### src/design/atrp_pkg.sv
package atrp_pkg;

  localparam int FRAC_SHIFT = 12;
  localparam int TABLE_LEN  = 24;
  localparam int TAB_W      = 22;
  localparam int Z_W        = 27;
  localparam int ANGLE_FRAC = 16;
  localparam int ROLL_W     = 16;
  localparam int PITCH_W    = 15;
  localparam int ROLL_LIMIT  = 18000;
  localparam int PITCH_LIMIT = 9000;

  localparam logic signed [Z_W-1:0] HALF_TURN = Z_W'(180 * 65536);
  localparam logic [ANGLE_FRAC-1:0] ROUND_HALF = ANGLE_FRAC'(32768);

  localparam logic [TAB_W-1:0] ATAN_TAB [0:TABLE_LEN-1] = '{
    22'd2949120, 22'd1740967, 22'd919879, 22'd466945,
    22'd234379,  22'd117304,  22'd58666,  22'd29335,
    22'd14668,   22'd7334,    22'd3667,   22'd1833,
    22'd917,     22'd458,     22'd229,    22'd115,
    22'd57,      22'd29,      22'd14,     22'd7,
    22'd4,       22'd2,       22'd1,      22'd0
  };

endpackage

### src/design/atrp_sqrt.sv
module atrp_sqrt #(
  parameter int IN_W   = 24,
  parameter int SIDE_W = 36
) (
  input  logic                                        clk,
  input  logic                                        rst_n,
  input  logic                                        in_valid,
  input  logic [IN_W-1:0]                             in_sum,
  input  logic [SIDE_W-1:0]                           in_side,
  output logic                                        out_valid,
  output logic [IN_W/2+atrp_pkg::FRAC_SHIFT-1:0]      out_root,
  output logic [SIDE_W-1:0]                           out_side
);

  localparam int ROOT_W = IN_W / 2 + atrp_pkg::FRAC_SHIFT;
  localparam int V_W    = 2 * ROOT_W;
  localparam int REM_W  = ROOT_W + 2;

  logic              v_r    [0:ROOT_W];
  logic [IN_W-1:0]   sum_r  [0:ROOT_W];
  logic [REM_W-1:0]  rem_r  [0:ROOT_W];
  logic [ROOT_W-1:0] root_r [0:ROOT_W];
  logic [SIDE_W-1:0] side_r [0:ROOT_W];

  assign v_r[0]    = in_valid;
  assign sum_r[0]  = in_sum;
  assign rem_r[0]  = '0;
  assign root_r[0] = '0;
  assign side_r[0] = in_side;

  for (genvar k = 0; k < ROOT_W; k++) begin : g_stage
    localparam int P = ROOT_W - 1 - k;
    logic [V_W-1:0]    vfull;
    logic [REM_W-1:0]  rem_sh;
    logic [REM_W-1:0]  trial;
    logic              take;
    logic [REM_W-1:0]  rem_nxt;
    logic [ROOT_W-1:0] root_nxt;

    always_comb begin
      vfull    = {sum_r[k], {(2 * atrp_pkg::FRAC_SHIFT){1'b0}}};
      rem_sh   = {rem_r[k][ROOT_W-1:0], vfull[2*P +: 2]};
      trial    = {root_r[k], 2'b01};
      take     = (rem_sh >= trial);
      rem_nxt  = take ? (rem_sh - trial) : rem_sh;
      root_nxt = {root_r[k][ROOT_W-2:0], take};
    end

    always_ff @(posedge clk) begin
      if (!rst_n) begin
        v_r[k+1] <= 1'b0;
      end else begin
        v_r[k+1] <= v_r[k];
      end
      sum_r[k+1]  <= sum_r[k];
      rem_r[k+1]  <= rem_nxt;
      root_r[k+1] <= root_nxt;
      side_r[k+1] <= side_r[k];
    end
  end

  assign out_valid = v_r[ROOT_W];
  assign out_root  = root_r[ROOT_W];
  assign out_side  = side_r[ROOT_W];

endmodule

### config.mk
export PLATFORM = sky130hd
export DESIGN_NAME = atrp_sqrt
export DESIGN_NICKNAME = d
export VERILOG_FILES = /design/src/design/atrp_pkg.sv /design/src/design/atrp_sqrt.sv
export SDC_FILE = /design/constraint.sdc
export NUM_CORES = 2
export LEC_CHECK = 0
export ABC_AREA = 1
export BUFFER_PORTS_ARGS = -buffer_cell sky130_fd_sc_hd__buf_2
export CAP_MARGIN = 20
export CORE_ASPECT_RATIO = 1.75
export CORE_UTILIZATION = 25
export DETAILED_ROUTE_END_ITERATION = 10
export PLACE_DENSITY = 0.38
export SYNTH_ARGS = -nofsm -noshare
export SYNTH_HDL_FRONTEND = slang
export SYNTH_SLANG_ARGS = --single-unit
export TNS_END_PERCENT = 1
### constraint.sdc
create_clock -name clk -period 3.2 [get_ports clk]
set_input_delay 0.32 -clock clk [delete_from_list [all_inputs] [get_ports clk]]
set_output_delay 0.32 -clock clk [all_outputs]
set_load 0.02 [all_outputs]
==> impl_results.md <==
- CP startpoint: g_stage[19].rem_sh[2]
- CTS resizes: 0
- Post-CTS setup buffers: 0
- Die Span Y: 691 um
- Lkg Pwr: 40.0 nW
- Post-synth top cells: 2465 x nand2_1, 1831 x dfxtp_1, 1305 x inv_1
- Global route overflow: 0
- Req. time, crit path: 3880 ps
- Fillers: 28860
- Final setup viols: 0
- Clk root buf: clkbuf_16
- Largest net degree at the start of global routing: 38
- Peak VDD IR: 0.644 mV
- Core Region: 269000 um^2
- Cells after Synth: 8283
- Vias/cell: 4.12
- First-pass DRT Iterations: 5
- Vias in the first global route: 52927
- Dpl hpwl: 173000 um
- Syn nets: 8659
- CP Max Fanout: 30
- Worst min path class: primary input to register
- Num CTS Buffers: 195
- Dominant cells by area after synthesis: dfxtp_1 54%, nand2_1 14%, inv_1 7.2%, ha_1 5.6%, nor2_1 3.5%
- Via count: 50751
- Ys Warns: 0
- Starting Density: 25.2%
- Final hold viol count: 0
- Synth-to-Final Area Change: 17.6%
- Status: finished, final reports clean
- Clock Skew: 66.2 ps
- Clock latency at the later pin of the worst-skew pair: 890 ps
- Clock slew at reported path FFs: 70 ps
- Register area share after synthesis: 54.1%
- Slew HR: 38.7%
- Max-Cap Viols: 0
- Power Dens Cells: 838 nW/um^2
- Reg2Reg Depth: 13
- RSZ-0062 raised after global routing: true
- CTS tree: built
- H-tree depth reported by CTS: 4
- F_max: 0.332 GHz
- Leading cell type by number of instances after synthesis: nand2_1
- Antenna violations before repair: 8
- Number of enable flip-flop cells after synthesis: 0
- Dominant synthesized flop cell: dfxtp_1
- Worst Setup Start Kind: register
- Synthesized flop and latch total: 1831
- RR Endpoint: g_stage[20].rem_sh[9]
- Crit Path Category: register to register
- Final Util: 29.6%
- Post-synthesis cell area: 67800 um^2
- Ratio of cells with drive above 1 in the final layout: 7.40%
- Rows: 252
- Post-synthesis cell type count: 60
- Total GRT Usage: 15.3%
- Initial DRC Count: 1923
- Clock Tree Buf Depth: 4
- Critical Path Sink: g_stage[20].rem_sh[9]
- R2R Path Start: g_stage[19].rem_sh[2]
- Register-to-register setup slack: 190 ps
- CP Capture Type: register
- Die area: 273000 um^2
- Number of I/O port buffers: 123
- Critical path arrival: 3690 ps
- Total wire length: 212000 um
- Cell taking the most area after synthesis: dfxtp_1
- Worst Tran Pin Value: 917 ps
- Total Power: 66.8 mW
- First-pass GRT wire length: 314000 um
- Placer Congestion: 0.911
- Post-DRT Antenna Nets: 0
- Syn_area_per_cell: 8.18 um^2
- DRC: 0
- Io pins: 124
- Async set-reset flop share out of synthesis: 0%
- Period utilisation layout: 94.2%
- DIE WIDTH: 396 um
- Synth top area share: 54.1%
- Drt wl/cell: 17.2 um
- Final nets: 8991
- Final Slew Violations: 0
- CTS sink cnt: 1831
- Minimum clock period: 3010 ps
[state kept, by name, indices dropped and copies added, names as in the netlist]
| register | flops |
|---|---|
| g_stage.rem_sh | 533 |
| g_stage.root_nxt | 276 |
| g_stage.vfull | 110 |
| out_root | 24 |
| out_side | 36 |
| out_valid | 1 |
| side_r | 828 |
| v_r | 23 |
[worst min-delay path by stage]
| stage | depth (start not counted) | slack, ps | end | start |
|---|---|---|---|---|
| floorplan | 0 | 310 | g_stage[10].rem_sh[0] | g_stage[9].vfull[26] |
| global placement | 0 | 310 | side_r[392] | side_r[428] |
| detailed placement | 0 | 310 | g_stage[2].rem_sh[0] | g_stage[1].vfull[42] |
| CTS | 2 | 4 | g_stage[1].vfull[25] | in_sum[1] |
| global route | 2 | 10 | g_stage[1].vfull[25] | in_sum[1] |
| finish | 2 | 60 | g_stage[1].vfull[39] | in_sum[15] |
[final cells by class]
class / count / area, um^2 / share of cell area, %
Tap cell: 3556 / 4450 / 5.58
Multi-Input combinational cell: 5011 / 25300 / 31.7
Antenna cell: 5 / 12.5 / 0.0157
Clock buffer: 255 / 5430 / 6.81
Timing Repair Buffer: 234 / 1690 / 2.12
Sequential cell: 1831 / 36700 / 46.0
Inverter: 1342 / 5050 / 6.34
Clock inverter: 89 / 1120 / 1.41
[repair_timing]
action / in CTS / in global routing
hold buffers: 80 / 0
endpoints found under the setup margin: 0 / 1
endpoints found under the hold margin: 85 / 0
[cell families (layout without fill, tap and decap cells)]
logic type                 Yosys count  in the layout  share of synthesized area, %
AOI/OAI and AO/OA                  573            573                          4.66
xor gates and xnor gates           176            176                          2.27
adders and majority gates          313            313                          5.90
buffers and inverters             1441           1920                          8.59
DFF                               1831           1831                          54.1
other                                1              6                       0.00553
and+or+nand+nor                   3948           3948                          24.5
[per-stage QoR]
step / TNS (ps) / std cells / worst slack, ps / area [um^2] / hold slack (ps)
6_report: 0 / 12323 / 186 / 79700 / 63.6
2_1_floorplan: 0 / 8283 / 1190 / 67800 / 310
4_1_cts: 0 / 12318 / 145 / 79700 / 3.82
3_3_place_gp: 0 / 11894 / 173 / 72300 / 310
5_1_grt: -14.8 / 12320 / -14.8 / 79700 / 13.0
3_5_place_dp: 0 / 11894 / 156 / 72300 / 312
[layout by cell type, fill, tap and decap left out, types with 6 or more instances in the layout]
cell / count
nor3_1: 82
nand3_1: 451
nand4_1: 127
clkbuf_1: 30
nand3_2: 12
nand2_2: 17
clkbuf_8: 28
or2_2: 13
clkinv_2: 31
clkinvlp_4: 11
inv_6: 11
inv_1: 1305
nor2_2: 25
nand2_1: 2465
nor3b_1: 7
xnor2_1: 85
or2_1: 6
o21ai_1: 94
clkbuf_16: 197
nand3b_1: 83
inv_2: 32
a21oi_1: 283
xor2_1: 91
clkinv_4: 13
dfxtp_1: 1831
fa_1: 11
o21ai_0: 107
a21oi_2: 39
dlygate4sd3_1: 80
buf_4: 28
ha_1: 302
o21ai_2: 12
nor2_4: 10
o21bai_1: 22
buf_2: 123
bufinv_16: 20
nor2_1: 625
[per-layer routing]
| layer | routed length (um) | vias up | GRT usage, % |
|---|---|---|---|
| met5 | 0 | - | 0 |
| met4 | 17000 | 0 | 11.2 |
| met3 | 5570 | 533 | 1.97 |
| met2 | 127000 | 899 | 33.3 |
| met1 | 61900 | 23089 | 11.5 |
| li1 | - | 26230 | - |
[worst max-delay path, cell delays in order, from the launching register on]
cell and delay (ps):
dfxtp_1 350, ha_1 260, inv_1 80, fa_1 240
inv_1 100, nand3_1 80, nand3_1 170, nand2_1 100
nand2_1 140, nand2_1 130, nand3_2 90, inv_2 450
nand2_1 210, o21ai_1 420
[power by group]
part | total, mW | internal (mW) | switching [mW]
clock network | 23.2 | 13.6 | 9.62
logic | 15.1 | 4.86 | 10.2
registers | 28.5 | 25.9 | 2.63
total | 66.8 | 44.4 | 22.5
Power figures use the tool's default switching activity.
