[src/design/atrp_pkg.sv]
package atrp_pkg;

  localparam int FRAC_SHIFT = 12;
  localparam int TABLE_LEN  = 24;
  localparam int TAB_W      = 22;
  localparam int Z_W        = 27;
  localparam int ANGLE_FRAC = 16;
  localparam int ROLL_W     = 16;
  localparam int PITCH_W    = 15;
  localparam int ROLL_LIMIT  = 18000;
  localparam int PITCH_LIMIT = 9000;

  localparam logic signed [Z_W-1:0] HALF_TURN = Z_W'(180 * 65536);
  localparam logic [ANGLE_FRAC-1:0] ROUND_HALF = ANGLE_FRAC'(32768);

  localparam logic [TAB_W-1:0] ATAN_TAB [0:TABLE_LEN-1] = '{
    22'd2949120, 22'd1740967, 22'd919879, 22'd466945,
    22'd234379,  22'd117304,  22'd58666,  22'd29335,
    22'd14668,   22'd7334,    22'd3667,   22'd1833,
    22'd917,     22'd458,     22'd229,    22'd115,
    22'd57,      22'd29,      22'd14,     22'd7,
    22'd4,       22'd2,       22'd1,      22'd0
  };

endpackage

[src/design/atrp_cordic.sv]
module atrp_cordic #(
  parameter int CW     = 28,
  parameter int STEPS  = 16,
  parameter int OUT_W  = 16,
  parameter int LIMIT  = 18000
) (
  input  logic                    clk,
  input  logic                    rst_n,
  input  logic                    in_valid,
  input  logic signed [CW-1:0]    in_x,
  input  logic signed [CW-1:0]    in_y,
  output logic                    out_valid,
  output logic signed [OUT_W-1:0] out_angle
);

  localparam int NSTEP  = (STEPS > atrp_pkg::TABLE_LEN) ? atrp_pkg::TABLE_LEN : STEPS;
  localparam int Z_W    = atrp_pkg::Z_W;
  localparam int MAG_W  = Z_W - 1;
  localparam int PROD_W = MAG_W + 7;
  localparam int R_W    = PROD_W - atrp_pkg::ANGLE_FRAC;

  logic                 v_r  [0:NSTEP];
  logic                 zf_r [0:NSTEP];
  logic signed [CW-1:0] x_r  [0:NSTEP];
  logic signed [CW-1:0] y_r  [0:NSTEP];
  logic signed [Z_W-1:0] z_r [0:NSTEP];

  logic                 pre_zf_nxt;
  logic signed [CW-1:0] pre_x_nxt;
  logic signed [CW-1:0] pre_y_nxt;
  logic signed [Z_W-1:0] pre_z_nxt;

  always_comb begin
    pre_zf_nxt = (in_x == '0) && (in_y == '0);
    if (in_x < 0) begin
      pre_x_nxt = -in_x;
      pre_y_nxt = -in_y;
      pre_z_nxt = (in_y >= 0) ? atrp_pkg::HALF_TURN : -atrp_pkg::HALF_TURN;
    end else begin
      pre_x_nxt = in_x;
      pre_y_nxt = in_y;
      pre_z_nxt = '0;
    end
  end

  always_ff @(posedge clk) begin
    if (!rst_n) begin
      v_r[0] <= 1'b0;
    end else begin
      v_r[0] <= in_valid;
    end
    zf_r[0] <= pre_zf_nxt;
    x_r[0]  <= pre_x_nxt;
    y_r[0]  <= pre_y_nxt;
    z_r[0]  <= pre_z_nxt;
  end

  for (genvar k = 0; k < NSTEP; k++) begin : g_step
    logic signed [CW-1:0]  dx;
    logic signed [CW-1:0]  dy;
    logic signed [Z_W-1:0] ang;

    always_comb begin
      dx  = y_r[k] >>> k;
      dy  = x_r[k] >>> k;
      ang = $signed({{(Z_W - atrp_pkg::TAB_W){1'b0}}, atrp_pkg::ATAN_TAB[k]});
    end

    always_ff @(posedge clk) begin
      if (!rst_n) begin
        v_r[k+1] <= 1'b0;
      end else begin
        v_r[k+1] <= v_r[k];
      end
      zf_r[k+1] <= zf_r[k];
      if (y_r[k] >= 0) begin
        x_r[k+1] <= x_r[k] + dx;
        y_r[k+1] <= y_r[k] - dy;
        z_r[k+1] <= z_r[k] + ang;
      end else begin
        x_r[k+1] <= x_r[k] - dx;
        y_r[k+1] <= y_r[k] + dy;
        z_r[k+1] <= z_r[k] - ang;
      end
    end
  end

  logic                  rnd_v_r;
  logic                  rnd_zf_r;
  logic                  rnd_neg_r;
  logic [R_W-1:0]        rnd_mag_r;
  logic signed [Z_W-1:0] mag_full;
  logic [PROD_W-1:0]     prod;

  always_comb begin
    mag_full = z_r[NSTEP][Z_W-1] ? -z_r[NSTEP] : z_r[NSTEP];
    prod     = PROD_W'(mag_full[MAG_W-1:0]) * PROD_W'(100)
             + PROD_W'(atrp_pkg::ROUND_HALF);
  end

  always_ff @(posedge clk) begin
    if (!rst_n) begin
      rnd_v_r <= 1'b0;
    end else begin
      rnd_v_r <= v_r[NSTEP];
    end
    rnd_zf_r  <= zf_r[NSTEP];
    rnd_neg_r <= z_r[NSTEP][Z_W-1];
    rnd_mag_r <= prod[PROD_W-1:atrp_pkg::ANGLE_FRAC];
  end

  logic                  out_v_r;
  logic signed [OUT_W-1:0] angle_r;
  logic [R_W-1:0]        clamp_mag;
  logic signed [R_W:0]   signed_mag;
  logic signed [R_W:0]   angle_full;

  always_comb begin
    clamp_mag  = (rnd_mag_r > R_W'(LIMIT)) ? R_W'(LIMIT) : rnd_mag_r;
    signed_mag = $signed({1'b0, clamp_mag});
    if (rnd_zf_r) begin
      angle_full = '0;
    end else if (rnd_neg_r) begin
      angle_full = -signed_mag;
    end else begin
      angle_full = signed_mag;
    end
  end

  always_ff @(posedge clk) begin
    if (!rst_n) begin
      out_v_r <= 1'b0;
    end else begin
      out_v_r <= rnd_v_r;
    end
    angle_r <= angle_full[OUT_W-1:0];
  end

  assign out_valid = out_v_r;
  assign out_angle = angle_r;

endmodule

[config.mk]
export PLATFORM = sky130hd
export DESIGN_NAME = atrp_cordic
export DESIGN_NICKNAME = d
export VERILOG_FILES = /design/src/design/atrp_pkg.sv /design/src/design/atrp_cordic.sv
export SDC_FILE = /design/constraint.sdc
export NUM_CORES = 2
export LEC_CHECK = 0
export BUFFER_PORTS_ARGS = -buffer_cell sky130_fd_sc_hd__buf_2
export CORE_ASPECT_RATIO = 0.7
export CORE_UTILIZATION = 55
export CTS_CLUSTER_DIAMETER = 100
export DETAILED_ROUTE_END_ITERATION = 8
export GPL_ROUTABILITY_DRIVEN = 1
export PLACE_DENSITY = 0.75
export SLEW_MARGIN = 20
export SYNTH_ARGS = -nofsm -noshare
export SYNTH_HDL_FRONTEND = slang
export SYNTH_SLANG_ARGS = --single-unit
[constraint.sdc]
create_clock -name clk -period 12.3 [get_ports clk]
set_clock_uncertainty 0.1 [all_clocks]
set_input_delay 2.46 -clock clk [delete_from_list [all_inputs] [get_ports clk]]
set_output_delay 2.46 -clock clk [all_outputs]
set_load 0.01 [all_outputs]
==> results.json <==
{
  "status": "finished clean",
  "clk_pin_slew_ns": 0.06,
  "core-area_mm2": 0.1687,
  "ios": 76,
  "cpMaxStageDelayCell": "a22oi_1",
  "rsz0062_at_grt": "no",
  "rrSetupSlack_ns": 5.54,
  "antenna_found_initial": 6,
  "crit_type": "reg2reg",
  "cts_made_buffers": 138,
  "cts_root_buf": "clkbuf_16",
  "seq_area_frac_synth_pct": 27.54,
  "dpl.hpwl_um": 185900,
  "grt_pass1_vias": 74189,
  "max_freq_ghz": 0.1479,
  "htreeDepth": 4,
  "nets": 12418,
  "synth_area_leaders": "dfxtp_1 (28%), ha_1 (17%), xnor2_1 (10%), a21oi_1 (5.0%), xor2_1 (5.0%)",
  "dp_cells": 13125,
  "routed_wl_um": 234100,
  "syn_inst": 10868,
  "clk_path_buf_depth": 3,
  "yosysWarningCount": 0,
  "worst_pin_slew_ns": 1.075,
  "layout.cells.non_filler": 13370,
  "synthTopCellsByCount": "dfxtp_1 (1286), ha_1 (1278), xnor2_1 (1074)",
  "post_cts_resized": 0,
  "worstSetupStartpoint": "z_r[16][1]",
  "clock_latency_ns": 0.78,
  "start_kind": "register",
  "diodes": 0,
  "area_growth_pct": 8.409,
  "post_cts_buffers": 0,
  "vias_per_cell": 5.915,
  "async_flop_share_pct": 0,
  "die_x_um": 494.7,
  "yosysTopAreaCell": "dfxtp_1",
  "finalCriticalPeriod_ns": 6.762,
  "rr_worst_depth": 24,
  "endpoint": "rnd_mag_r[15]",
  "vias": 79085,
  "synth-edff-count": 0,
  "finalSetupViolCount": 0,
  "synth_cell_types": 94,
  "drcViolationCount": 0,
  "dr.pass1.iters": 7,
  "ys_ff_latch": 1286,
  "grt_pass1_wl_um": 379100,
  "synthMostInstantiatedCell": "dfxtp_1",
  "r2r-end": "rnd_mag_r[15]",
  "drive_gt1_share_pct": 4.142,
  "worstPathCellList": "inv_1, ha_1, nand2_1, or3_1, or2_2, o41ai_1, xnor2_1, ha_1, ha_1, inv_1, fa_1, inv_1, ha_1, nand2_1, nor2_1, a22oi_1, a31oi_1, a221o_1, xnor2_2, and3_1, nand3b_1, or4_1, nand3_1, xor2_1",
  "period_share_pct": 54.97,
  "drtAntennaViolNets": 0,
  "required_ns": 12.91,
  "dr.first_iter.drc_count": 6470,
  "min_from": "zf_r[8]",
  "initial_utilization_pct": 55.41,
  "avgSynthCellArea_um2": 8.601,
  "hold_viol_final": 0,
  "fin_setup_tns_ns": 0,
  "gp_congestion": 0.9335,
  "max_stage_delay_ns": 0.53,
  "synth-main-ff-cell": "dfxtp_1",
  "grt_overflow": 0,
  "fp.dieH_um": 346.9,
  "crit_top_cell": "ha_1",
  "synth_top_area_share_pct": 27.54,
  "die-area_mm2": 0.1716,
  "grtUsageTotal_pct": 26.48,
  "io_buffers": 75,
  "hp-class": "reg2reg",
  "end_kind": "register",
  "avgRoutedWirePerCell_um": 17.51,
  "synth_area_mm2": 0.09348,
  "drv_slew": 0,
  "grt_max_degree": 70,
  "holdBufCountCts": 0,
  "r2r-start": "z_r[16][1]",
  "arrival_ns": 7.38,
  "slew_headroom_pct": 26.45,
  "placementRows": 126,
  "drv_cap": 0,
  "cts_sinks": 1286,
  "fin_util_pct": 60.07,
  "worst-path-max-fanout": 6,
  "tritoncts": "done"
}
[kinds of logic after synthesis]
family / Yosys count / synth area share, %
AOI/OAI and AO/OA: 3115 / 21.28
xor gates and xnor gates: 1605 / 15.05
adders and majority gates: 1334 / 18.31
and+or+nand+nor: 2764 / 14.47
muxes: 42 / 0.4511
other: 1 / 0.004012
buffers and inverters: 721 / 2.901
DFF: 1286 / 27.54
[metrics by stage]
step	worst slack, ns	hold slack [ns]	cell area [um^2]
after floorplan	6.640	0.2096	93760
after global placement	5.740	0.2100	96520
after detailed placement	5.690	0.2121	96520
after CTS	5.646	0.2181	101300
after global routing	5.153	0.2203	101300
final	5.538	0.2177	101300
[worst min path at each step]
| stage | to | cells after the start |
|---|---|---|
| final | zf_r[9] | 0 |
| after global routing | zf_r[9] | 0 |
| after CTS | zf_r[9] | 0 |
| after detailed placement | zf_r[10] | 0 |
| after global placement | zf_r[4] | 0 |
| after floorplan | rnd_zf_r | 0 |
[per-layer routing]
layer,GRT usage (%),vias to the layer above,share of wire (%)
li1,-,39222,-
met1,39.27,37348,50
met2,40.35,2227,42
met3,3.706,288,6.5
met4,5.523,0,1.6
met5,0,-,0
[cells in the final DEF, fill, tap and decap left out, types with 132 or more instances in the layout]
cell,instances
ha_1,1278
dfxtp_1,1272
xnor2_1,1074
a21oi_1,936
nor2_1,791
nand2_1,639
o21ai_0,624
inv_1,561
xor2_1,530
a21o_1,456
nor3_1,238
o31ai_1,185
nand3_1,167
o21a_1,153
o21bai_1,152
clkbuf_16,144
nand2b_1,140
nor2b_1,138
or3_1,132
[final cells by class]
type                            count  area, um^2
Fill cell                       14795       67350
Multi-Input combinational cell   8938       65310
Sequential cell                  1286       25760
Clock buffer                      191        4010
Tap cell                         2240        2803
Inverter                          568        2132
Clock inverter                     54       809.5
Timing Repair Buffer               93       510.5
[sequential cells by signal (all words and copies together) (netlist names)]
name / cells
z_r: 389
out_angle: 16
out_valid: 1
y_r: 420
zf_r: 17
v_r: 17
rnd_v_r: 1
rnd_zf_r: 1
rnd_mag_r: 17
rnd_neg_r: 1
x_r: 406
[critical path, delay by kind of cell, from the launching register on]
kind | cells | cell delay (ns)
simple gates | 9 | 1.98
xor+xnor | 3 | 0.59
buf+inv | 3 | 0.17
fa+ha+maj | 5 | 1.63
compound gates | 4 | 1.86
flops | 1 | 0.36
Power is left out: the tool's default activity adds up to more than one toggle a clock period on the data nets, which glitch-free logic cannot reach.
